**config.mk**
```make
export PLATFORM = sky130hd
export DESIGN_NAME = calendar_date_add_days_top
export DESIGN_NICKNAME = d
export VERILOG_FILES = /design/src/hdl/cdad_pkg.sv /design/src/hdl/calendar_date_add_days_top.sv /design/src/hdl/cdad_ctrl.sv /design/src/hdl/cdad_dp.sv
export SDC_FILE = /design/constraint.sdc
export NUM_CORES = 1
export LEC_CHECK = 0
export BUFFER_PORTS_ARGS = -buffer_cell sky130_fd_sc_hd__buf_2
export CORE_ASPECT_RATIO = 0.8
export CORE_UTILIZATION = 55
export DETAILED_ROUTE_END_ITERATION = 6
export MAX_ROUTING_LAYER = met4
export PLACE_DENSITY = 0.74
export SYNTH_ARGS = -nofsm -noshare
export SYNTH_HDL_FRONTEND = slang
export SYNTH_SLANG_ARGS = --single-unit
export TNS_END_PERCENT = 100
```
**constraint.sdc**
```tcl
create_clock -name i_clk -period 8.5 [get_ports i_clk]
set_input_delay 1.275 -clock i_clk [delete_from_list [all_inputs] [get_ports i_clk]]
set_output_delay 1.275 -clock i_clk [all_outputs]
set_load 0.05 [all_outputs]
```
**src/hdl/cdad_pkg.sv**
```systemverilog
package cdad_pkg;

    localparam int unsigned DAY_W   = 5;
    localparam int unsigned MONTH_W = 4;
    localparam int unsigned YEAR_W  = 14;
    localparam int unsigned ADD_W   = 15;
    localparam int unsigned IN_W    = 40;
    localparam int unsigned OUT_W   = 24;

    // The running year may run one bit past the field before it is truncated.
    localparam int unsigned YCNT_W  = YEAR_W + 1;
    localparam int unsigned REM_W   = 16;
    localparam int unsigned CENT_W  = 8;
    localparam int unsigned R100_W  = 7;

    // year / 100 == (year * 5243) >> 19 for every year below 43699.
    localparam logic [12:0] RECIP_100   = 13'd5243;
    localparam int unsigned RECIP_SHIFT = 19;
    localparam int unsigned PROD_W      = YEAR_W + 13;

    localparam logic [MONTH_W-1:0] DECEMBER = 4'd12;

    typedef enum logic [4:0] {
        S_IDLE = 5'b00001,
        S_FIX  = 5'b00010,
        S_SUM  = 5'b00100,
        S_YEAR = 5'b01000,
        S_MON  = 5'b10000
    } t_state;

    typedef struct packed {
        logic load;
        logic fix;
        logic sum_step;
        logic year_step;
        logic mon_reset;
        logic mon_step;
        logic out_load;
    } t_cmd;

    typedef struct packed {
        logic sum_done;
        logic year_done;
        logic mon_done;
    } t_stat;

    function automatic logic f_leap(input logic [R100_W-1:0] r100,
                                    input logic [CENT_W-1:0] cent);
        logic leap;
        if (r100 != '0) begin
            leap = (r100[1:0] == 2'd0);
        end else begin
            leap = (cent[1:0] == 2'd0);
        end
        return leap;
    endfunction

    function automatic logic [DAY_W-1:0] f_month_len(input logic [MONTH_W-1:0] m,
                                                     input logic leap);
        logic [DAY_W-1:0] len;
        unique case (m)
            4'd1, 4'd3, 4'd5, 4'd7, 4'd8, 4'd10, 4'd12: len = 5'd31;
            4'd4, 4'd6, 4'd9, 4'd11:                     len = 5'd30;
            4'd2:                                        len = leap ? 5'd29 : 5'd28;
            default:                                     len = 5'd0;
        endcase
        return len;
    endfunction

    function automatic logic [8:0] f_year_len(input logic leap);
        return leap ? 9'd366 : 9'd365;
    endfunction

endpackage

```
**src/hdl/calendar_date_add_days_top.sv**
```systemverilog
// Gregorian date plus a day count.
// The slave stream carries one beat per request: start date and days to add.
// The master stream returns one beat per request with the resulting date.
// A request is taken only while the block is idle; o_s_axis_tready is low
// from acceptance until the result is moved into the output register.
// From acceptance the request passes through S_FIX and then a walk that takes
// one step per cycle: first the earlier months (start_month - 1 of them, none
// for month zero), then whole years, then whole months. The result then moves
// into the output register.
// The next request can be taken in the cycle after a result enters the output
// register. The output register lets that request be accepted while the
// previous result still waits on i_m_axis_tready. If a result is finished
// while the output register is still held by a stalled receiver, the block
// waits.
// i_rst_n is synchronous and active low; it empties the output register and
// returns the controller to idle. There is no other state to clear.
module calendar_date_add_days_top (
    input  logic                          i_clk,
    input  logic                          i_rst_n,
    input  logic                          i_s_axis_tvalid,
    output logic                          o_s_axis_tready,
    // start_day[4:0], start_month[8:5], start_year[22:9], days_to_add[37:23]
    input  logic [cdad_pkg::IN_W-1:0]     i_s_axis_tdata,
    output logic                          o_m_axis_tvalid,
    input  logic                          i_m_axis_tready,
    // result_day[4:0], result_month[8:5], result_year[22:9]
    output logic [cdad_pkg::OUT_W-1:0]    o_m_axis_tdata
);
    import cdad_pkg::*;

    t_cmd  w_cmd;
    t_stat w_stat;

    cdad_ctrl u_ctrl (
        .i_clk       (i_clk),
        .i_rst_n     (i_rst_n),
        .i_in_valid  (i_s_axis_tvalid),
        .o_in_ready  (o_s_axis_tready),
        .o_out_valid (o_m_axis_tvalid),
        .i_out_ready (i_m_axis_tready),
        .i_stat      (w_stat),
        .o_cmd       (w_cmd)
    );

    cdad_dp u_dp (
        .i_clk  (i_clk),
        .i_cmd  (w_cmd),
        .i_data (i_s_axis_tdata),
        .o_stat (w_stat),
        .o_data (o_m_axis_tdata)
    );

    // A load command is issued exactly on an accepted input beat.
    a_load_on_accept: assert property (@(posedge i_clk) disable iff (!i_rst_n)
        (w_cmd.load == (i_s_axis_tvalid && o_s_axis_tready)))
        else $error("load command does not match input beat");

    // The controller never issues two datapath commands at once.
    a_one_cmd: assert property (@(posedge i_clk) disable iff (!i_rst_n)
        $onehot0(w_cmd))
        else $error("more than one datapath command");

    // A result never overwrites a beat the receiver has not taken.
    a_no_overwrite: assert property (@(posedge i_clk) disable iff (!i_rst_n)
        w_cmd.out_load |-> (!o_m_axis_tvalid || i_m_axis_tready))
        else $error("output register overwritten");

    // A loaded result is offered in the next cycle.
    a_valid_after_load: assert property (@(posedge i_clk) disable iff (!i_rst_n)
        w_cmd.out_load |=> o_m_axis_tvalid)
        else $error("loaded result not presented");

endmodule

```
**src/hdl/cdad_ctrl.sv**
```systemverilog
module cdad_ctrl (
    input  logic            i_clk,
    input  logic            i_rst_n,
    input  logic            i_in_valid,
    output logic            o_in_ready,
    output logic            o_out_valid,
    input  logic            i_out_ready,
    input  cdad_pkg::t_stat i_stat,
    output cdad_pkg::t_cmd  o_cmd
);
    import cdad_pkg::*;

    t_state r_state, n_state;
    logic   r_out_valid, n_out_valid;
    logic   w_out_free;

    assign w_out_free  = !r_out_valid || i_out_ready;
    assign o_in_ready  = (r_state == S_IDLE);
    assign o_out_valid = r_out_valid;

    always_comb begin
        n_state = r_state;
        o_cmd   = '0;
        unique case (r_state)
            S_IDLE: begin
                if (i_in_valid) begin
                    o_cmd.load = 1'b1;
                    n_state    = S_FIX;
                end
            end
            S_FIX: begin
                o_cmd.fix = 1'b1;
                n_state   = S_SUM;
            end
            S_SUM: begin
                if (i_stat.sum_done) begin
                    n_state = S_YEAR;
                end else begin
                    o_cmd.sum_step = 1'b1;
                end
            end
            S_YEAR: begin
                if (i_stat.year_done) begin
                    o_cmd.mon_reset = 1'b1;
                    n_state         = S_MON;
                end else begin
                    o_cmd.year_step = 1'b1;
                end
            end
            S_MON: begin
                if (i_stat.mon_done) begin
                    // Hold the finished result until the output register is free.
                    if (w_out_free) begin
                        o_cmd.out_load = 1'b1;
                        n_state        = S_IDLE;
                    end
                end else begin
                    o_cmd.mon_step = 1'b1;
                end
            end
            default: begin
                n_state = S_IDLE;
            end
        endcase
    end

    always_comb begin
        n_out_valid = r_out_valid;
        if (o_cmd.out_load) begin
            n_out_valid = 1'b1;
        end else if (i_out_ready) begin
            n_out_valid = 1'b0;
        end
    end

    always_ff @(posedge i_clk) begin
        if (!i_rst_n) begin
            r_state     <= S_IDLE;
            r_out_valid <= 1'b0;
        end else begin
            r_state     <= n_state;
            r_out_valid <= n_out_valid;
        end
    end

endmodule

```
**src/hdl/cdad_dp.sv**
```systemverilog
module cdad_dp (
    input  logic                         i_clk,
    input  cdad_pkg::t_cmd               i_cmd,
    input  logic [cdad_pkg::IN_W-1:0]    i_data,
    output cdad_pkg::t_stat              o_stat,
    output logic [cdad_pkg::OUT_W-1:0]   o_data
);
    import cdad_pkg::*;

    logic [DAY_W-1:0]   w_day;
    logic [MONTH_W-1:0] w_month;
    logic [YEAR_W-1:0]  w_year;
    logic [ADD_W-1:0]   w_add;
    logic [PROD_W-1:0]  w_prod;

    logic [MONTH_W-1:0] r_month;
    logic [YCNT_W-1:0]  r_year;
    logic [CENT_W-1:0]  r_cent;
    logic [R100_W-1:0]  r_r100;
    logic [MONTH_W-1:0] r_m;
    logic [REM_W-1:0]   r_rem;
    logic [OUT_W-1:0]   r_out;

    logic               w_leap;
    logic [DAY_W-1:0]   w_mlen;
    logic [REM_W-1:0]   w_mlen_x;
    logic [REM_W-1:0]   w_ylen_x;
    logic [YCNT_W-1:0]  w_cent100;

    assign w_day   = i_data[DAY_W-1:0];
    assign w_month = i_data[DAY_W +: MONTH_W];
    assign w_year  = i_data[DAY_W+MONTH_W +: YEAR_W];
    assign w_add   = i_data[DAY_W+MONTH_W+YEAR_W +: ADD_W];

    assign w_prod    = PROD_W'(w_year) * PROD_W'(RECIP_100);
    assign w_cent100 = (YCNT_W'(r_cent) << 6) + (YCNT_W'(r_cent) << 5)
                     + (YCNT_W'(r_cent) << 2);

    assign w_leap   = f_leap(r_r100, r_cent);
    assign w_mlen   = f_month_len(r_m, w_leap);
    assign w_mlen_x = REM_W'(w_mlen);
    assign w_ylen_x = REM_W'(f_year_len(w_leap));

    assign o_stat.sum_done  = !(r_m < r_month);
    assign o_stat.year_done = (w_ylen_x >= r_rem);
    assign o_stat.mon_done  = (w_mlen_x >= r_rem) || (r_m >= DECEMBER);

    assign o_data = r_out;

    always_ff @(posedge i_clk) begin
        if (i_cmd.load) begin
            r_month <= w_month;
            r_year  <= YCNT_W'(w_year);
            r_cent  <= w_prod[RECIP_SHIFT +: CENT_W];
            r_m     <= MONTH_W'(1);
            r_rem   <= REM_W'(w_day) + REM_W'(w_add);
        end
        if (i_cmd.fix) begin
            r_r100 <= R100_W'(r_year - w_cent100);
        end
        if (i_cmd.sum_step || i_cmd.mon_step) begin
            r_rem <= r_rem + (i_cmd.sum_step ? w_mlen_x : REM_W'(0))
                           - (i_cmd.mon_step ? w_mlen_x : REM_W'(0));
            r_m   <= r_m + MONTH_W'(1);
        end
        if (i_cmd.year_step) begin
            r_rem  <= r_rem - w_ylen_x;
            r_year <= r_year + YCNT_W'(1);
            // Keep year split into century and year-in-century for the leap test.
            if (r_r100 == R100_W'(99)) begin
                r_r100 <= '0;
                r_cent <= r_cent + CENT_W'(1);
            end else begin
                r_r100 <= r_r100 + R100_W'(1);
            end
        end
        if (i_cmd.mon_reset) begin
            r_m <= MONTH_W'(1);
        end
        if (i_cmd.out_load) begin
            r_out <= {1'b0, r_year[YEAR_W-1:0], r_m, r_rem[DAY_W-1:0]};
        end
    end

endmodule
```
Word level (Yosys, flattened, before mapping). Index checks and enable logic that the tools add are counted.

Register bits after elaboration: 83. Input bits: 44. Output and inout bits: 26. Word-level logic and storage cells: 102.

Add/sub/neg operators: 11. $mul: 1. Order comparisons: 4. Eq/ne operators: 23. Muxes and demuxes: 39. Reduce and logical (&&, ||, !) cells: 15.

Operators by type and width (number): 2-to-1 mux 16 bit (3); 2-to-1 mux 5 bit (7); 2-to-1 mux 15 bit (2); multiplier 14 x 13 -> 27 bit (second input constant) (1); one-hot mux 5 bit (5 select lines) (1); 2-to-1 mux 8 bit (3); 2-to-1 mux 7 bit (3); equality test 4 bit (second input constant) (5); adder 16 bit (1); adder 5 x 15 -> 16 bit (1); equality test 4 x 3 -> 1 bit (second input constant) (4); >= comparator 5 x 16 -> 1 bit (1); >= comparator 9 x 16 -> 1 bit (1); subtractor 16 bit (1); subtractor 16 x 9 -> 16 bit (1); adder 15 x 1 -> 15 bit (second input constant) (1); one-hot mux 5 bit (3 select lines) (1); adder 7 bit (2); 2-to-1 mux 1 bit (14); adder 8 x 1 -> 8 bit (second input constant) (1); equality test 4 x 2 -> 1 bit (second input constant) (2); 2-to-1 mux 4 bit (2); nonzero test 2 bit (4); adder 7 x 1 -> 7 bit (second input constant) (1); 22 further kinds (30).

Longest topological paths before layout.
Word-level depth: 12. Gate-level depth with buffers: 24. Depth with buffers taken out: 24.

Cells and area by module. Synthesis repeated with hierarchy kept, for this count alone.

Cell total of the unflattened synthesis: 991. Area, all modules: 9344.0 um^2.

By module, submodules not included: cdad_dp (instances 1, cells each 946, area an instance 8943.6 um^2); cdad_ctrl (instances 1, cells each 45, area an instance 400.4 um^2).

Worst setup path before layout. Ideal clock, no wire load.

Path kind: register to register. Start: reg u_dp.r_r100[3]. End: reg u_dp.r_rem[15], data pin. Setup time: 0.271 ns. Data arrival time: 5.461 ns. Required time: 8.229 ns. Slack: 2.768 ns. Stages on the path, launching flop included: 21. Period minus slack after synthesis: 5.732 ns. Cells stage by stage: edfxtp_1 > or3_1 > o41ai_1 > o21ai_0 > o21ai_0 > ha_1 > nand2b_1 > a211oi_1 > o21ai_0 > a21oi_1 > and2_1 > fa_1 > inv_1 > ha_1 > a211oi_2 > o21bai_1 > a221o_1 > a311o_1 > a31o_1 > a222oi_1 > o41ai_1.

Cells in the longest elaborated chain, start to end: 12. Elaborated cells on any way between the ends: 20.

Ends and longest elaborated chain: start, declared (RTL line cdad_dp.sv:19) `logic [R100_W-1:0] r_r100;`; start signal, assigned (RTL line cdad_dp.sv:59) `r_r100 <= R100_W'(r_year - w_cent100);`; start signal, assigned (RTL line cdad_dp.sv:74) `r_r100 <= r_r100 + R100_W'(1);`; nonzero test 7 bit (*) (RTL line cdad_pkg.sv:50) `if (r100 != '0) begin`; 2-to-1 mux 1 bit (*) (RTL line cdad_pkg.sv:50); 2-to-1 mux 1 bit (RTL line cdad_pkg.sv:64) `4'd2: len = leap ? 5'd29 : 5'd28;`; one-hot mux 5 bit (3 select lines) (RTL line cdad_pkg.sv:61) `unique case (m)`; >= comparator 5 x 16 -> 1 bit (RTL line cdad_dp.sv:46) `assign o_stat.mon_done = (w_mlen_x >= r_rem) || (r_m >= DECEMBER);`; logical OR 1 bit (RTL line cdad_dp.sv:46); 2-to-1 mux 1 bit (RTL line cdad_ctrl.sv:51) `if (i_stat.mon_done) begin`; 2-to-1 mux 2 bit (RTL line cdad_ctrl.sv:24) `unique case (r_state)`; 2-to-1 mux 5 bit (RTL line cdad_dp.sv:63) `- (i_cmd.mon_step ? w_mlen_x : REM_W'(0));`; subtractor 16 bit (RTL line cdad_dp.sv:63); 2-to-1 mux 16 bit (RTL line cdad_dp.sv:61) `if (i_cmd.sum_step || i_cmd.mon_step) begin`; 2-to-1 mux 16 bit (*) (RTL line cdad_dp.sv:66) `if (i_cmd.year_step) begin`; end signal, assigned (RTL line cdad_dp.sv:56) `r_rem <= REM_W'(w_day) + REM_W'(w_add);`; end signal, assigned (RTL line cdad_dp.sv:62) `r_rem <= r_rem + (i_cmd.sum_step ? w_mlen_x : REM_W'(0))`; end signal, assigned (RTL line cdad_dp.sv:67) `r_rem <= r_rem - w_ylen_x;`; end, declared (RTL line cdad_dp.sv:21) `logic [REM_W-1:0] r_rem;`.

Mark *: on every way between the ends. The rest lies on a longest branch, timed or not. A chain may end at the register's enable or synchronous reset.

Worst setup path after layout. Same ends and word-level chain as after synthesis.

==> impl_metrics.env <==
export IMPL_synth_cell_types=72
export IMPL_hold_class="register to register"
export IMPL_synth_top_area_cell="edfxtp_1"
export IMPL_yosysSeqAreaShare_pct=24.53
export IMPL_vias=6943
export IMPL_timing_max_cap_violations=0
export IMPL_clock_fmax_mhz=149.1
export IMPL_cts_tree="done"
export IMPL_timing_critical_path_max_delay_family="compound AO/OA/AOI/OAI gates"
export IMPL_layout_drive_gt1_share_pct=9.990
export IMPL_drc=0
export IMPL_ys_flop_type="edfxtp_1"
export IMPL_r2r_slack_ns=1.79
export IMPL_cts_resized=0
export IMPL_grt_pass1_wl_um=33450
export IMPL_wl_um=20140
export IMPL_synthCells=952
export IMPL_cp_slowest_cell="o41ai_1"
export IMPL_ys_async_sr_fraction_pct=0
export IMPL_start_util_pct=56.78
export IMPL_synth_edf_count=64
export IMPL_cts_setup_buffers=0
export IMPL_wl_per_cell_um=16.29
export IMPL_crit_end="u_dp.r_rem[15]"
export IMPL_grt_overflow_total=0
export IMPL_synth_warnings=0
export IMPL_numCtsBuffers=9
export IMPL_cp_common_cell="o21ai_0"
export IMPL_hold_violations=0
export IMPL_fin_cells=1236
export IMPL_grt_setup_unrepaired="no"
export IMPL_path_cells="or3_1, o41ai_1, o21ai_0, o21ai_0, ha_1, nand2b_1, a211oi_1, o21ai_0, a21oi_1, nand2_1, inv_1, fa_1, inv_1, ha_1, o21ai_0, o21bai_1, a221o_1, a311o_1, a31o_1, a222oi_1, o41ai_1"
export IMPL_path_clk_slew_ns=0.07
export IMPL_design_core_area_um2=15950
export IMPL_clk_path_buf_depth=2
export IMPL_portBuffers=66
export IMPL_crit_cells=21
export IMPL_outcome="completed"
export IMPL_boundaryPins=70
export IMPL_total_power_mw=2.391
export IMPL_avgSynthCellArea_um2=9.515
export IMPL_p_leak_nw=4.610
export IMPL_dp_cells=1220
export IMPL_post_route_min_period_ns=6.707
export IMPL_slew_violations=0
export IMPL_vias_per_cell=5.617
export IMPL_fin_crit_sh_pct=78.90
export IMPL_drt_initial_drc_count=611
export IMPL_reg2reg_from="u_dp.r_r100[3]"
export IMPL_r2r_cells=21
export IMPL_start_kind="register"
export IMPL_r2r_end="u_dp.r_rem[15]"
export IMPL_track_usage_pct=26.31
export IMPL_place_gp_congestion=0.8981
export IMPL_antenna_found_initial=0
export IMPL_cts_sinks=79
export IMPL_final_area_um2=9872
export IMPL_critPathArrivalTime_ns=6.77
export IMPL_synth_nets=1211
export IMPL_syn_cell_area_um2=9059
export IMPL_crit_start="u_dp.r_r100[3]"
export IMPL_insertion_delay_ns=0.36
export IMPL_antenna_cells=0
export IMPL_die_w_um=145.5
export IMPL_worst_slew_pin_slew_ns=1.055
export IMPL_yosys_top_cells_area="edfxtp_1 21%, ha_1 20%, fa_1 15%"
export IMPL_hold_buffers=0
export IMPL_grt_pass1_vias=6576
export IMPL_path_buf_inv=2
export IMPL_critPathCaptureType="register"
export IMPL_synth_top_area_share_pct=21.22
export IMPL_grt_start_max_net_pins=57
export IMPL_rows=41
export IMPL_synthTopCellsByCount="177 x inv_1, 146 x ha_1, 69 x fa_1"
export IMPL_die_h_um=116.8
export IMPL_yosysMostFrequentCell="inv_1"
export IMPL_nNetsFinal=1275
export IMPL_drtPass1Iterations=5
export IMPL_ys_ff_latch=79
export IMPL_slowest_delay_ns=0.79
export IMPL_path_class="register to register"
export IMPL_finalSetupViolCount=0
export IMPL_irDropWorstVdd_uv=148.8
export IMPL_slew_headroom_pct=29.59
export IMPL_synthToLayoutAreaGrowth_pct=8.978
export IMPL_hp_start="u_dp.r_year[13]"
export IMPL_cts_max_level=3
export IMPL_placed_cell_area_um2=9574
export IMPL_fin_skew_ns=0.01198
export IMPL_die_area_um2=16990
export IMPL_cp_required_ns=8.57
export IMPL_ant_nets=0
export IMPL_ctsRootBufferMaster="clkbuf_16"
export IMPL_hpwl_um=16220
export IMPL_setup_tns_ns=0
export IMPL_critPathMaxFanout=6
export IMPL_power_density_nw_per_um2=242.2
-- registers in the layout, indices dropped and copies added (netlist names) --
register / flops
u_ctrl.o_out_valid: 1
u_ctrl.r_state: 5
u_dp.o_data: 23
u_dp.r_cent: 5
u_dp.r_m: 4
u_dp.r_month: 4
u_dp.r_r100: 7
u_dp.r_rem: 16
u_dp.r_year: 14
-- layout make-up --
cell class	count	area [um^2]
fill	1324	6082
multi-input combinational	679	6066
sequential	79	2222
inverter	179	671.9
timing repair buffer	68	345.3
tap	215	269.0
clock buffer	9	225.2
clock inverter	7	72.57
-- kinds of logic after synthesis --
kind of cell,synth area share (%)
compound gates,11.80
xor+xnor,6.091
fa+ha+maj,35.41
buf+inv,8.508
flops,24.53
mux,0.8011
other cells,0.04140
simple gates,12.82
-- stage by stage --
stage | hold WS, ns | setup slack (ns) | util (%)
6_report | 0.4827 | 1.793 | 61.88
5_1_grt | 0.4920 | 1.282 | 61.88
4_1_cts | 0.4894 | 1.858 | 61.88
3_5_place_dp | 0.4720 | 1.896 | 60.01
3_3_place_gp | 0.4592 | 1.999 | 60.01
2_1_floorplan | 0.4277 | 2.768 | -
-- worst min-delay path by stage --
| stage | endpoint | slack [ns] | depth (start not counted) |
|---|---|---|---|
| final | u_dp.o_data[22] | 0.48 | 0 |
| after detailed placement | u_dp.o_data[22] | 0.47 | 0 |
| after global routing | u_dp.o_data[22] | 0.49 | 0 |
| after global placement | u_dp.o_data[22] | 0.46 | 0 |
| after floorplan | u_dp.o_data[2] | 0.43 | 0 |
| after CTS | u_dp.o_data[22] | 0.49 | 0 |
-- routing by layer --
metal  wire length, um  global-route usage, %
met2              7943                  36.47
met4               177                  5.404
met3              1754                  4.767
met1             10260                  39.73
met5                 0                      -
-- where the power goes --
group          internal, mW  switching [mW]  total, mW
sequential            0.499          0.0706      0.569
clock                 0.208           0.180      0.388
combinational         0.619           0.814       1.43
total                  1.33            1.07       2.39
-- cell usage in the layout (no fill, tap or decap), types with 5 or more instances in the layout --
master / instances
nand2b_1: 10
buf_2: 66
nand4_1: 9
nor2_1: 50
nor3_1: 13
inv_1: 177
xor2_1: 18
nand3b_1: 5
a21oi_1: 31
or3_1: 9
ha_1: 146
nor2b_1: 9
a31oi_1: 12
o21ai_0: 41
mux2i_1: 5
or2_2: 5
xnor2_1: 45
o21bai_1: 6
fa_1: 69
nand2_1: 63
clkbuf_16: 9
edfxtp_1: 64
o211ai_1: 10
nand3_1: 37
and3_1: 7
a211oi_1: 8
a21o_1: 8
dfxtp_1: 15
No activity file was read; power rests on OpenSTA's default activity.
